**src/hdl/aus_pkg.sv**
```systemverilog
`timescale 1ns / 1ps
`default_nettype none
package aus_pkg;

   // default geometry
   localparam int ANGLE_BITS_DEF = 16;
   localparam int ACC_BITS_DEF   = 32;

   // field widths on the ports
   localparam int ANGLE_W       = 16;
   localparam int ANGLE_TOTAL_W = 32;
   localparam int SPEED_W       = 32;
   localparam int RSP_DATA_W    = ANGLE_TOTAL_W + SPEED_W;

   // control registers
   localparam int ALPHA_W     = 17;
   localparam int RATE_W      = 16;
   localparam int CSR_DATA_W  = ALPHA_W;
   localparam int CSR_INDEX_W = 1;

   localparam logic [CSR_INDEX_W-1:0] CSR_FILTER_ALPHA = 1'b0;
   localparam logic [CSR_INDEX_W-1:0] CSR_SAMPLE_RATE  = 1'b1;

   localparam logic [ALPHA_W-1:0] ALPHA_RESET = '0;
   localparam logic [RATE_W-1:0]  RATE_RESET  = 16'd20000;

   // Q16 unity weight
   localparam int                 FRAC_BITS = 16;
   localparam logic [ALPHA_W-1:0] ALPHA_ONE = 17'h10000;

   localparam int S32_MAX = 2147483647;
   localparam int S32_MIN = -2147483647 - 1;

   // default shift-add datapath
   localparam int MAC_W_DEF = 2 * SPEED_W;

endpackage
`default_nettype wire

```
**src/hdl/aus_serial_mac.sv**
```systemverilog
`timescale 1ns / 1ps
`default_nettype none
module aus_serial_mac #(
   parameter int WIDTH     = aus_pkg::MAC_W_DEF,
   parameter int MULT_BITS = aus_pkg::ALPHA_W
) (
   input  wire logic                 clock,
   input  wire logic                 reset,
   input  wire logic                 start,
   input  wire logic [WIDTH-1:0]     mcand,
   input  wire logic [MULT_BITS-1:0] mplier,
   input  wire logic [WIDTH-1:0]     init,
   output logic                      busy,
   output logic                      done,
   output logic [WIDTH-1:0]          result
);

   localparam int CNT_W = $clog2(MULT_BITS + 1);

   logic                 busy_ff, busy_in;
   logic                 done_ff, done_in;
   logic [CNT_W-1:0]     count_ff, count_in;
   logic [WIDTH-1:0]     mcand_ff, mcand_in;
   logic [MULT_BITS-1:0] mplier_ff, mplier_in;
   logic [WIDTH-1:0]     acc_ff, acc_in;

   // one multiplier bit per cycle, lowest bit first
   always_comb begin
      busy_in   = busy_ff;
      done_in   = 1'b0;
      count_in  = count_ff;
      mcand_in  = mcand_ff;
      mplier_in = mplier_ff;
      acc_in    = acc_ff;
      if (start) begin
         busy_in   = 1'b1;
         count_in  = CNT_W'(MULT_BITS);
         mcand_in  = mcand;
         mplier_in = mplier;
         acc_in    = init;
      end else if (busy_ff) begin
         acc_in    = acc_ff + (mplier_ff[0] ? mcand_ff : '0);
         mcand_in  = mcand_ff << 1;
         mplier_in = mplier_ff >> 1;
         count_in  = count_ff - 1'b1;
         if (count_ff == CNT_W'(1)) begin
            busy_in = 1'b0;
            done_in = 1'b1;
         end
      end
   end

   always_ff @(posedge clock) begin
      if (reset) begin
         busy_ff  <= 1'b0;
         done_ff  <= 1'b0;
         count_ff <= '0;
      end else begin
         busy_ff  <= busy_in;
         done_ff  <= done_in;
         count_ff <= count_in;
      end
      mcand_ff  <= mcand_in;
      mplier_ff <= mplier_in;
      acc_ff    <= acc_in;
   end

   assign busy   = busy_ff;
   assign done   = done_ff;
   assign result = acc_ff;

endmodule
`default_nettype wire

```
**src/hdl/angle_unwrap_speed_estimator_unit.sv**
```systemverilog
`timescale 1ns / 1ps
`default_nettype none
// Channel  Direction  Handshake              Payload
// req      in         req_tvalid/req_tready  tdata: angle_raw; tuser: restart
// rsp      out        rsp_tvalid/rsp_tready  tdata: angle_total, speed
// csr      in         csr_we                 csr_index, csr_wdata
//
// A tracking sample runs through these steps before the next one is taken: the transfer cycle,
// which loads the first pass, 17 steps of delta * sample_rate in the shared shift-add unit,
// a cycle that loads the second pass, 17 steps of alpha * (speed - raw speed), a cycle that
// sees the pass finish and a saturation cycle that loads the output register and raises
// rsp_tvalid. A seeding sample goes from its transfer to S_SEED, which loads the output register.
// Reset is synchronous and clears the unwrap state and the registers to their defaults.
// The finished result sits in an output register; a stalled rsp holds the block
// in its last step until the transfer is taken.
module angle_unwrap_speed_estimator_unit #(
   parameter int ANGLE_BITS = aus_pkg::ANGLE_BITS_DEF,
   parameter int ACC_BITS   = aus_pkg::ACC_BITS_DEF
) (
   input  wire logic                              clock,
   input  wire logic                              reset,
   input  wire logic                              req_tvalid,
   output logic                                   req_tready,
   input  wire logic [aus_pkg::ANGLE_W-1:0]       req_tdata,  // [15:0] angle_raw
   input  wire logic                              req_tuser,  // [0] restart
   output logic                                   rsp_tvalid,
   input  wire logic                              rsp_tready,
   output logic [aus_pkg::RSP_DATA_W-1:0]         rsp_tdata,  // [31:0] angle_total, [63:32] speed
   input  wire logic                              csr_we,
   input  wire logic [aus_pkg::CSR_INDEX_W-1:0]   csr_index,
   input  wire logic [aus_pkg::CSR_DATA_W-1:0]    csr_wdata
);

   import aus_pkg::*;

   localparam int EXT_W   = (ANGLE_BITS > ANGLE_W) ? ANGLE_BITS : ANGLE_W;
   localparam int DIFF_W  = ANGLE_BITS + 2;
   localparam int DELTA_W = ANGLE_BITS + 1;
   localparam int RAW_W   = DELTA_W + RATE_W;
   localparam int DIF_W   = ((RAW_W > SPEED_W) ? RAW_W : SPEED_W) + 1;
   localparam int MAC_W   = DIF_W + ALPHA_W + 1;
   localparam int Q_W     = MAC_W - FRAC_BITS;

   localparam logic signed [DIFF_W-1:0] HALF_TURN     = DIFF_W'(2 ** (ANGLE_BITS - 1));
   localparam logic signed [DIFF_W-1:0] NEG_HALF_TURN = -HALF_TURN;
   localparam logic signed [DIFF_W-1:0] TURN          = DIFF_W'(2 ** ANGLE_BITS);
   localparam logic signed [Q_W-1:0]    Q_MAX         = Q_W'(S32_MAX);
   localparam logic signed [Q_W-1:0]    Q_MIN         = Q_W'(S32_MIN);

   typedef enum logic [2:0] {S_IDLE, S_RATE, S_ALPHA, S_SAT, S_SEED} state_type;

   state_type                     state_ff, state_in;
   logic [ALPHA_W-1:0]            alpha_ff, alpha_in;
   logic [RATE_W-1:0]             rate_ff, rate_in;
   logic [ANGLE_BITS-1:0]         prev_ff, prev_in;
   logic signed [ACC_BITS-1:0]    acc_ff, acc_in;
   logic signed [SPEED_W-1:0]     filt_ff, filt_in;
   logic                          seeded_ff, seeded_in;
   logic                          rsp_tvalid_ff, rsp_tvalid_in;
   logic [RSP_DATA_W-1:0]         rsp_data_ff, rsp_data_in;

   logic [EXT_W-1:0]              angle_ext;
   logic [ANGLE_BITS-1:0]         angle;
   logic                          restart, seeded_eff, req_accept, out_free;
   logic [ANGLE_BITS-1:0]         prev_eff;
   logic signed [ACC_BITS-1:0]    acc_eff;
   logic signed [DIFF_W-1:0]      diff, diff_adj;
   logic signed [DELTA_W-1:0]     delta;
   logic [ALPHA_W-1:0]            alpha_eff;
   logic signed [RAW_W-1:0]       raw_speed;
   logic signed [DIF_W-1:0]       speed_dif;
   logic signed [Q_W-1:0]         q;
   logic signed [SPEED_W-1:0]     speed_sat;

   logic                          mac_start, mac_busy, mac_done;
   logic [MAC_W-1:0]              mac_mcand, mac_init, mac_result;
   logic [ALPHA_W-1:0]            mac_mplier;

   assign req_accept = req_tvalid && req_tready;
   assign out_free   = !rsp_tvalid_ff || rsp_tready;
   assign restart    = req_tuser;
   assign angle_ext  = EXT_W'(req_tdata);
   assign angle      = angle_ext[ANGLE_BITS-1:0];
   assign seeded_eff = seeded_ff && !restart;
   assign prev_eff   = restart ? '0 : prev_ff;
   assign acc_eff    = restart ? '0 : acc_ff;

   // unwrap into [-half turn, +half turn]
   assign diff = $signed({2'b00, angle}) - $signed({2'b00, prev_eff});
   always_comb begin
      priority if (diff > HALF_TURN) begin
         diff_adj = diff - TURN;
      end else if (diff < NEG_HALF_TURN) begin
         diff_adj = diff + TURN;
      end else begin
         diff_adj = diff;
      end
   end
   assign delta = diff_adj[DELTA_W-1:0];

   assign alpha_eff = (alpha_ff > ALPHA_ONE) ? ALPHA_ONE : alpha_ff;

   // filtered = raw + alpha * (filtered - raw), all over 2^16
   assign raw_speed = mac_result[RAW_W-1:0];
   assign speed_dif = DIF_W'(filt_ff) - DIF_W'(raw_speed);

   assign mac_start  = (state_ff == S_IDLE && req_accept && seeded_eff) ||
                       (state_ff == S_RATE && mac_done);
   assign mac_mcand  = (state_ff == S_IDLE) ? MAC_W'(delta) : MAC_W'(speed_dif);
   assign mac_mplier = (state_ff == S_IDLE) ? ALPHA_W'(rate_ff) : alpha_eff;
   assign mac_init   = (state_ff == S_IDLE) ? '0 : (MAC_W'(raw_speed) << FRAC_BITS);

   aus_serial_mac #(
      .WIDTH     (MAC_W),
      .MULT_BITS (ALPHA_W)
   ) u_mac (
      .clock  (clock),
      .reset  (reset),
      .start  (mac_start),
      .mcand  (mac_mcand),
      .mplier (mac_mplier),
      .init   (mac_init),
      .busy   (mac_busy),
      .done   (mac_done),
      .result (mac_result)
   );

   // floor shift, then clamp to 32 bits signed
   assign q = mac_result[MAC_W-1:FRAC_BITS];
   always_comb begin
      priority if (q > Q_MAX) begin
         speed_sat = SPEED_W'(S32_MAX);
      end else if (q < Q_MIN) begin
         speed_sat = SPEED_W'(S32_MIN);
      end else begin
         speed_sat = q[SPEED_W-1:0];
      end
   end

   always_comb begin
      state_in      = state_ff;
      alpha_in      = alpha_ff;
      rate_in       = rate_ff;
      prev_in       = prev_ff;
      acc_in        = acc_ff;
      filt_in       = filt_ff;
      seeded_in     = seeded_ff;
      rsp_tvalid_in = rsp_tvalid_ff && !rsp_tready;
      rsp_data_in   = rsp_data_ff;

      if (csr_we) begin
         unique case (csr_index)
            CSR_FILTER_ALPHA: alpha_in = csr_wdata[ALPHA_W-1:0];
            CSR_SAMPLE_RATE:  rate_in  = csr_wdata[RATE_W-1:0];
         endcase
      end

      unique case (state_ff)
         S_IDLE: begin
            if (req_accept) begin
               prev_in   = angle;
               seeded_in = 1'b1;
               filt_in   = restart ? '0 : filt_ff;
               if (seeded_eff) begin
                  acc_in   = acc_eff + ACC_BITS'(delta);
                  state_in = S_RATE;
               end else begin
                  acc_in   = acc_eff;
                  state_in = S_SEED;
               end
            end
         end
         S_RATE: begin
            if (mac_done) begin
               state_in = S_ALPHA;
            end
         end
         S_ALPHA: begin
            if (mac_done) begin
               state_in = S_SAT;
            end
         end
         S_SAT: begin
            // hold until the output register is free
            if (out_free) begin
               filt_in       = speed_sat;
               rsp_tvalid_in = 1'b1;
               rsp_data_in   = {speed_sat, ANGLE_TOTAL_W'(acc_ff)};
               state_in      = S_IDLE;
            end
         end
         S_SEED: begin
            if (out_free) begin
               rsp_tvalid_in = 1'b1;
               rsp_data_in   = {{SPEED_W{1'b0}}, ANGLE_TOTAL_W'(acc_ff)};
               state_in      = S_IDLE;
            end
         end
      endcase
   end

   always_ff @(posedge clock) begin
      if (reset) begin
         state_ff      <= S_IDLE;
         alpha_ff      <= ALPHA_RESET;
         rate_ff       <= RATE_RESET;
         prev_ff       <= '0;
         acc_ff        <= '0;
         filt_ff       <= '0;
         seeded_ff     <= 1'b0;
         rsp_tvalid_ff <= 1'b0;
      end else begin
         state_ff      <= state_in;
         alpha_ff      <= alpha_in;
         rate_ff       <= rate_in;
         prev_ff       <= prev_in;
         acc_ff        <= acc_in;
         filt_ff       <= filt_in;
         seeded_ff     <= seeded_in;
         rsp_tvalid_ff <= rsp_tvalid_in;
      end
      rsp_data_ff <= rsp_data_in;
   end

   assign req_tready = (state_ff == S_IDLE);
   assign rsp_tvalid = rsp_tvalid_ff;
   assign rsp_tdata  = rsp_data_ff;

   a_ready_mac_idle: assert property (@(posedge clock) disable iff (reset)
      req_tready |-> !mac_busy)
      else $error("input ready while the shift-add unit is busy");

   a_track_starts_mac: assert property (@(posedge clock) disable iff (reset)
      (req_accept && seeded_ff && !req_tuser) |=> (mac_busy && state_ff == S_RATE))
      else $error("tracking sample did not start the rate pass");

   a_seed_path: assert property (@(posedge clock) disable iff (reset)
      (req_accept && (!seeded_ff || req_tuser)) |=> (state_ff == S_SEED && !mac_busy))
      else $error("seeding sample did not take the seed path");

   a_alpha_pass_live: assert property (@(posedge clock) disable iff (reset)
      (state_ff == S_ALPHA) |-> (mac_busy || mac_done))
      else $error("alpha pass waiting on an idle shift-add unit");

endmodule
`default_nettype wire
```
**config.mk**
```make
export PLATFORM = sky130hd
export DESIGN_NAME = angle_unwrap_speed_estimator_unit
export DESIGN_NICKNAME = d
export VERILOG_FILES = /design/src/hdl/aus_pkg.sv /design/src/hdl/aus_serial_mac.sv /design/src/hdl/angle_unwrap_speed_estimator_unit.sv
export SDC_FILE = /design/constraint.sdc
export NUM_CORES = 1
export LEC_CHECK = 0
export BUFFER_PORTS_ARGS = -buffer_cell sky130_fd_sc_hd__buf_2
export CAP_MARGIN = 25
export CORE_MARGIN = 5
export CORE_UTILIZATION = 40
export CTS_CLUSTER_SIZE = 24
export DETAILED_ROUTE_END_ITERATION = 8
export HOLD_SLACK_MARGIN = 0.05
export PLACE_DENSITY_LB_ADDON = 0.08
export SLEW_MARGIN = 25
export SYNTH_ARGS = -nofsm -noshare
export SYNTH_HDL_FRONTEND = slang
export SYNTH_SLANG_ARGS = --single-unit
export TNS_END_PERCENT = 10
```
**constraint.sdc**
```tcl
create_clock -name clock -period 7.67 [get_ports clock]
set_input_delay 0 -clock clock [delete_from_list [all_inputs] [get_ports clock]]
set_output_delay 0 -clock clock [all_outputs]
set_load 0.02 [all_outputs]
```
==> out/metrics.cfg, run 1 <==
[sta]
worst_slew_pin_slew_ps = 985.7
min_period_over_period = 0.8221
timing.final.setup_violations = 0
finalHoldViolations = 0
final-max-slew-violation-count = 0
finalCriticalPeriod_ps = 6305
max_clock_freq_mhz = 158.6
finalSetupTns_ps = 0
slew_headroom = 0.3259
unrepaired_setup_endpoints_after_global_routing = no
clock-skew-final_ps = 13.46

[logic_synthesis]
syn-num-nets = 2311
ys_seq_elements = 310
async_flop_share = 0
syn_avg_cell_area_um2 = 8.945
synthesis.area_mm2 = 0.01912
synth-edff-count = 185
synthesis.instances = 2138
synth_sequential_area_ratio = 0.4213
ys_dominant_reg_cell = edfxtp_1
synth_cell_types = 89
ys.warnings.count = 0

[clock_tree]
cts-buffers-inserted = 39
clk-insertion-delay-late_ps = 560
max-clock-path-buffers = 3
post_cts_resize_count = 0
cts_max_level = 2
cts_hold_repair.buffers = 54
cts.root.buffer_cell = clkbuf_16
clkTransAtPathRegs_ps = 60
postCtsSetupBuffers = 0
clock_sink_count = 310
tritoncts = built

[worst_setup_path]
total_stage_count_of_the_critical_path = 23
crit_path_start_kind = flip-flop
critical_path_buf_inv_count = 2
worst_setup_path_endpoint = acc_ff[28]$_SDFFE_PP0P_
worstSetupStartpoint = prev_ff[0]$_SDFFE_PP0P_
worst_r2r_path_depth = 23
critical_path.slowest_cell = fa_1
regToRegStartpoint = prev_ff[0]$_SDFFE_PP0P_
worst_setup_path_end_kind = flip-flop
reg2reg_slack_ps = 1360
critPathMaxFanout = 16
timing.setup.critical_path_class = flip-flop to flip-flop
critPathTopFamily = compound AO/OA/AOI/OAI gates
regToRegEndpoint = acc_ff[28]$_SDFFE_PP0P_
required_ps = 8120
critPathMostFrequentCell = o21ai_0
cp_slowest_stage_delay_ps = 540
cp.arrival_ps = 6760
worstPathCellList = nor2b_1 -> ha_1 -> inv_1 -> fa_1 -> nor4_1 -> o311ai_1 -> or4_4 -> a2111oi_4 -> nand4b_4 -> nand2_2 -> inv_2 -> ha_1 -> a21oi_1 -> nor2b_1 -> o21ai_0 -> nand2b_1 -> a21oi_1 -> o21ai_0 -> o21ai_0 -> o31a_1 -> o221ai_2 -> o311a_1 -> o31a_1

[placed_design]
finalWeightedCongestion = 0.9092
post-dp-hpwl_um = 39580
numPlacedInstances = 2777
placement.io_buffers = 105

[drt]
detail_route.drc_violations = 0
drt_first_iter_violations = 1148
route.detailed.vias_per_inst = 5.627
route.antenna.remaining_nets = 0
wl_um = 58000
avgRoutedWirePerCell_um = 19.97
vias = 16340
drt_pre_antenna_iters = 6

[layout]
finalNonFillerCells = 2904
finish.net_count = 2431
mostFrequentLayoutCells = a21oi_1 (251), nor2_1 (236), nand2_1 (212)
layout_commonest_cell = a21oi_1
area_growth_syn_to_layout_pct = 15.17
num_antenna_cells = 0
drive_gt1_frac = 0.1035

[global_route]
antenna_found_initial = 0
grt_start_max_net_pins = 92
first_pass_grt_wire_length_um = 91600
grt_remaining_overflow = 0
grt_pass1_vias = 16140
globalRouteTotalUtil = 0.2160

[pwr]
peakVddDrop_mv = 0.1499
pwr_density_cell_mw_per_mm2 = 208.9
leakage_nw = 8.961

[worst_hold_path]
min_path_type = primary input to flip-flop
hold_path_depth = 4

[die]
initial_core_util = 0.4022
core.rowCount = 80
floorplan.die.width_um = 228.7
floorplan.die.height_um = 228.7
core_mm2 = 0.04755
num_io_pins = 106
total_die_area_mm2 = 0.05229

[flow_run]
max-cap-violations = 0

[status]
result_of_the_run = complete, no violations

worst min-delay path, stage by stage:
cell and delay, ps:
buf_2 140, nor2b_1 180, ha_1 190, o22ai_1 70
cells by family (layout without fill, tap and decap cells):
family	Yosys count	in the layout	synth area share
AND/OR/NAND/NOR	768	768	0.1939
AO/OA/AOI/OAI	650	650	0.2112
flip-flops	310	310	0.4213
buffers and inverters	174	325	0.03664
adder cells (fa/ha/maj)	133	133	0.08858
XOR/XNOR	93	93	0.04298
multiplexers	10	10	0.005365
synth_stat cells (all sizes together), types with 6 or more instances:
| cell type | count | share of area |
|---|---|---|
| a2111oi | 7 | 0.0042 |
| a211o | 8 | 0.0037 |
| a211oi | 13 | 0.0054 |
| a21boi | 7 | 0.0027 |
| a21o | 64 | 0.025 |
| a21oi | 252 | 0.066 |
| a22oi | 23 | 0.0090 |
| a31oi | 16 | 0.0060 |
| and2 | 63 | 0.021 |
| and3 | 14 | 0.0047 |
| buf | 14 | 0.0052 |
| clkbuf | 89 | 0.017 |
| dfxtp | 125 | 0.13 |
| edfxtp | 185 | 0.29 |
| ha | 129 | 0.084 |
| inv | 71 | 0.014 |
| mux2i | 8 | 0.0042 |
| nand2 | 215 | 0.042 |
| nand2b | 24 | 0.0079 |
| nand3 | 24 | 0.0063 |
| nand3b | 9 | 0.0035 |
| nand4 | 19 | 0.0062 |
| nor2 | 242 | 0.047 |
| nor2b | 52 | 0.017 |
| nor3 | 31 | 0.0081 |
| nor3b | 8 | 0.0031 |
| nor4 | 14 | 0.0046 |
| nor4b | 6 | 0.0027 |
| o211ai | 11 | 0.0043 |
| o21a | 21 | 0.0082 |
| o21ai | 114 | 0.030 |
| o21bai | 14 | 0.0055 |
| o22ai | 49 | 0.016 |
| o31a | 6 | 0.0029 |
| o31ai | 6 | 0.0024 |
| or2 | 9 | 0.0029 |
| or3 | 15 | 0.0051 |
| or4 | 7 | 0.0029 |
| xnor2 | 53 | 0.025 |
| xor2 | 40 | 0.018 |
report_power, final:
group	internal (mW)	leakage (nW)	switching [mW]
clock	1.06	0.605	0.753
sequential	1.88	2.75	0.0539
combinational	0.323	5.61	0.535
total	3.26	8.96	1.34
area by class of cell:
class / count / area [µm²]
clock buffer: 54 / 1082
clock inverter: 18 / 158.9
fill: 4548 / 25520
inverter: 71 / 266.5
multi-input combinational: 1654 / 10430
sequential: 310 / 8058
tap: 615 / 769.5
timing repair buffer: 182 / 1257
registers in the layout, summed over array words and instances, names as in the netlist:
name and flops:
acc_ff 32, alpha_ff 17, filt_ff 32, prev_ff 16, rate_ff 16, rsp_tdata 64
rsp_tvalid 1, seeded_ff 1, state_ff 3, u_mac.busy 1, u_mac.count_ff 5, u_mac.done 1
u_mac.mcand_ff 52, u_mac.mplier_ff 17, u_mac.result 52
per-stage QoR:
step	instance area, µm²	worst slack (ps)	util	power [mW]	hold WS (ps)
2_1_floorplan	19120	1927	-	2.563	124.1
3_3_place_gp	20210	1606	0.4251	2.789	231.4
3_5_place_dp	20210	1468	0.4251	2.795	238.6
4_1_cts	21990	1428	0.4626	4.646	149.7
5_1_grt	22020	979.1	0.4632	4.824	198.5
6_report	22020	1365	0.4632	4.602	189.2
layer usage:
| metal | part of all wire | GRT usage | vias to the layer above |
|---|---|---|---|
| li1 | - | - | 8004 |
| met1 | 0.48 | 0.3059 | 7873 |
| met2 | 0.45 | 0.3510 | 379 |
| met3 | 0.045 | 0.02571 | 84 |
| met4 | 0.025 | 0.06012 | 0 |
| met5 | 0 | 0 | - |
worst min-delay path by stage:
stage	start	end	slack [ps]
after floorplan	csr_wdata[10]	rate_ff[10]$_SDFFE_PP1P_	120
after global placement	csr_wdata[10]	rate_ff[10]$_SDFFE_PP1P_	230
after detailed placement	csr_wdata[10]	rate_ff[10]$_SDFFE_PP1P_	240
after CTS	csr_we	rate_ff[1]$_SDFFE_PP0P_	150
after global routing	req_tuser	u_mac.mcand_ff[0]$_SDFFCE_PP0P_	200
final	req_tuser	u_mac.mcand_ff[0]$_SDFFCE_PP0P_	190
No activity file was read; power rests on OpenSTA's default activity.
==> run 2, diff against run 1 <==
--- a/config.mk
+++ b/config.mk
@@ -5,6 +5,7 @@
 export SDC_FILE = /design/constraint.sdc
 export NUM_CORES = 1
 export LEC_CHECK = 0
+export ABC_AREA = 1
 export BUFFER_PORTS_ARGS = -buffer_cell sky130_fd_sc_hd__buf_2
 export CAP_MARGIN = 25
 export CORE_MARGIN = 5
==> constraint.sdc (replaced) <==
create_clock -name clock -period 6.5 [get_ports clock]
set_input_delay 0 -clock clock [delete_from_list [all_inputs] [get_ports clock]]
set_output_delay 0 -clock clock [all_outputs]
set_load 0.02 [all_outputs]
==> run 2 against run 1 <==
Compared with the run above: die area rose by 3.7%; sequential power rose by 44%; largest cell class unchanged; worst hold slack got worse by 20 ps; final area rose by 3.3%; sequential share of layout area fell by 1.2 points; power rose by 73%; fmax rose by 45%; worst setup slack improved by 790 ps; non-clock buffer count fell by 11.
==> out/metrics.cfg, run 2 <==
[status]
result_of_the_run = complete, no violations

[sta]
timing.final.setup_violations = 0  ; unchanged
clock-skew-final_ps = 19.05  ; +5.587 ps
slew_headroom = 0.3457  ; +0.01983
worst_slew_pin_slew_ps = 981.4  ; -4.262 ps
max_clock_freq_mhz = 230.2  ; +45%
min_period_over_period = 0.6684  ; -0.1537
finalSetupTns_ps = 0  ; unchanged
finalHoldViolations = 0  ; unchanged
final-max-slew-violation-count = 0  ; unchanged
finalCriticalPeriod_ps = 4345  ; -1961 ps
worst_slack_ps = 2156  ; +790.9 ps
unrepaired_setup_endpoints_after_global_routing = no

[pwr]
peakVddDrop_mv = 0.2224  ; +48%
power.total_mw = 7.952  ; +73%
leakage_nw = 10.60  ; +18%
share_comb_of_total_power = 0.388  ; +0.202
internal_power_mw = 4.723  ; +45%
net-switching-power_mw = 3.229  ; +140%
p_seq_frac = 0.348  ; -0.072
pwr_density_cell_mw_per_mm2 = 349.5  ; +67%
power.clock.fraction = 0.264  ; -0.130
p_sw_frac = 0.4061  ; +0.1146

[placed_design]
post-dp-hpwl_um = 48770  ; +23%
numPlacedInstances = 3349  ; +21%
placed_cell_area_mm2 = 0.02108  ; +4.3%
dp_slack_ps = 1647  ; +179.3 ps
finalWeightedCongestion = 0.9116  ; +0.26%
placement.io_buffers = 105  ; unchanged

[logic_synthesis]
ys_seq_elements = 310  ; unchanged
synth_cell_types = 57  ; -36%
ys_dominant_reg_cell = edfxtp_1
post-synth-top-area-cell = edfxtp_1
yosys-top-cells-area = edfxtp_1 (28%), dfxtp_1 (13%), nand2_1 (11%), ha_1 (8.1%), a21oi_1 (6.9%)
synth_largest_type_area_fraction = 0.2797  ; -0.01080
synth_sequential_area_ratio = 0.4057  ; -0.01566
synthesis.area_mm2 = 0.01986  ; +3.9%
async_flop_share = 0  ; unchanged
syn_avg_cell_area_um2 = 7.507  ; -16%
synthMostInstantiatedCell = nand2_1
synthesis.instances = 2646  ; +24%
syn-num-nets = 2819  ; +22%
synth_top_cells_by_count = nand2_1 (581), inv_1 (334), nor2_1 (303)
ys.warnings.count = 0  ; unchanged
synth-edff-count = 185  ; unchanged

[drt]
detail_route.drc_violations = 0  ; unchanged
wl_um = 64670  ; +12%
drt_pre_antenna_iters = 5  ; -1
avgRoutedWirePerCell_um = 18.67  ; -6.5%
route.antenna.remaining_nets = 0  ; unchanged
vias = 18120  ; +11%
route.detailed.vias_per_inst = 5.232  ; -7.0%
drt_first_iter_violations = 1213  ; +5.7%

[clock_tree]
clock_sink_count = 310  ; unchanged
clkTransAtPathRegs_ps = 50  ; about the same
max-clock-path-buffers = 3  ; unchanged
cts-buffers-inserted = 39  ; unchanged
clk-insertion-delay-late_ps = 570  ; about the same
tritoncts = built
cts_hold_repair.buffers = 45  ; -17%
cts.root.buffer_cell = clkbuf_16
postCtsSetupBuffers = 0  ; unchanged
cts_max_level = 2  ; unchanged
post_cts_resize_count = 0  ; unchanged

[die]
core_mm2 = 0.04905  ; +3.2%
core.rowCount = 81  ; +1.3%
total_die_area_mm2 = 0.05421  ; +3.7%
num_io_pins = 106  ; unchanged
floorplan.die.width_um = 232.8  ; +1.8%
floorplan.die.height_um = 232.8  ; +1.8%
initial_core_util = 0.4049  ; +0.002696

[worst_setup_path]
critical_path_buf_inv_count = 2  ; unchanged
critPathTopFamily = compound AO/OA/AOI/OAI gates
worst_setup_path_end_kind = flip-flop
crit_path_start_kind = flip-flop
worstPathCellList = buf_4 -> nand2_1 -> inv_1 -> ha_1 -> a21oi_1 -> nand2_1 -> a21oi_1 -> o21ai_0 -> a21oi_1 -> o21ai_0 -> nand3_1 -> nand2_1 -> a21boi_0 -> o21ai_0 -> o21ai_0 -> o21ai_0
critPathMostFrequentCell = o21ai_0
cp.arrival_ps = 4630  ; -2130 ps
required_ps = 6790  ; -1330 ps
critical_path.slowest_cell = edfxtp_1
cp_slowest_stage_delay_ps = 990  ; +450 ps
critPathMaxFanout = 27  ; +11
timing.setup.critical_path_class = flip-flop to flip-flop

[layout]
layout_commonest_cell = nand2_1
drive_gt1_frac = 0.08714  ; -0.01640
seq_area_mm2 = 0.008058  ; unchanged
finalNonFillerCells = 3464  ; +19%
mostFrequentLayoutCells = nand2_1 (580), inv_1 (332), nor2_1 (298)
area_taken_by_multi_input_logic_gates_mm2 = 0.01019  ; -2.3%
design_area_mm2 = 0.02275  ; +3.3%
largest_register_ffs = 64  ; unchanged
fillCellCount = 5065  ; +11%
finish.net_count = 2945  ; +21%
area_growth_syn_to_layout_pct = 14.56
num_antenna_cells = 0  ; unchanged

[worst_hold_path]
min_path_type = primary input to flip-flop

[global_route]
antenna_found_initial = 0  ; unchanged
grt_start_max_net_pins = 93  ; +1.1%
first_pass_grt_wire_length_um = 101100  ; +10%
grt_remaining_overflow = 0  ; unchanged
grt_pass1_vias = 18040  ; +12%
globalRouteTotalUtil = 0.2356  ; +0.01963

[flow_run]
max-cap-violations = 0  ; unchanged

==> run 2: cell types whose count changed in the layout (fill, tap and decap cells not counted), sizes merged, moves of 57 or more <==
cell   before  now
nand2     215  603
o21ai     114  227
a21o       64    7
inv        74  345
and2       63    0
nand3      24  124
nor2      242  312
==> run 2: routing by layer <==
| metal | global-route usage | part of all wire | vias up | wire length (µm) |
|---|---|---|---|---|
| met4 | 0.09175 | 0.043 | 0 | 2768 |
| met5 | 0 | 0 | - | 0 |
| li1 | - | - | 9124 | - |
| met1 | 0.2933 | 0.43 | 8450 | 27970 |
| met3 | 0.03258 | 0.041 | 127 | 2648 |
| met2 | 0.4137 | 0.48 | 421 | 31290 |
==> run 2: worst reg2reg max path: stages (launching register included) <==
cell and delay, ps:
edfxtp_1 990, buf_4 440, nand2_1 90, inv_1 70
ha_1 270, a21oi_1 210, nand2_1 110, a21oi_1 210
o21ai_0 160, a21oi_1 310, o21ai_0 210, nand3_1 110
nand2_1 100, a21boi_0 340, o21ai_0 190, o21ai_0 180
o21ai_0 100
==> run 2: layout make-up <==
| cell class | instances | share of cell area |
|---|---|---|
| clock buffer | 57 | 0.04718 |
| clock inverter | 12 | 0.005939 |
| inverter | 349 | 0.05768 |
| multi-input combinational | 1901 | 0.4479 |
| sequential | 310 | 0.3541 |
| tap | 664 | 0.03651 |
| timing repair buffer | 171 | 0.05070 |
==> run 2: stage by stage <==
stage,hold WS [ps],utilization
after floorplan,113.2,-
final,169.6,0.4639
after CTS,140.1,0.4635
after global placement,217.7,0.4292
after global routing,204.7,0.4639
after detailed placement,231.5,0.4297
==> run 2: power by group through the flow <==
stage	combinational, mW	sequential [mW]	clock, mW
floorplan	2.02	2.89	0
global placement	3.03	2.81	0
detailed placement	3.05	2.81	0
CTS	3.09	2.77	2.15
global route	3.45	2.80	2.23
finish	3.09	2.77	2.10
==> run 2: kinds of logic after synthesis <==
group / count (synthesis) / share of synthesized area
compound gates: 643 / 0.1811
xor+xnor: 43 / 0.01934
fa+ha+maj: 133 / 0.08529
buf+inv: 435 / 0.08321
flops: 310 / 0.4057
simple gates: 1082 / 0.2254
==> run 2: path summary, 6_finish.rpt <==
kind | to | cells past startpoint | slack, ps | start
min reg2reg | rsp_tdata[4]$_DFFE_PP_ | 0 | 430 | acc_ff[4]$_SDFFE_PP0P_
max reg2reg | u_mac.result[31]$_DFFE_PP_ | 16 | 2160 | u_mac.mplier_ff[0]$_DFFE_PP_
min | rate_ff[10]$_SDFFE_PP1P_ | 4 | 170 | csr_we
max | u_mac.result[31]$_DFFE_PP_ | 16 | 2160 | u_mac.mplier_ff[0]$_DFFE_PP_
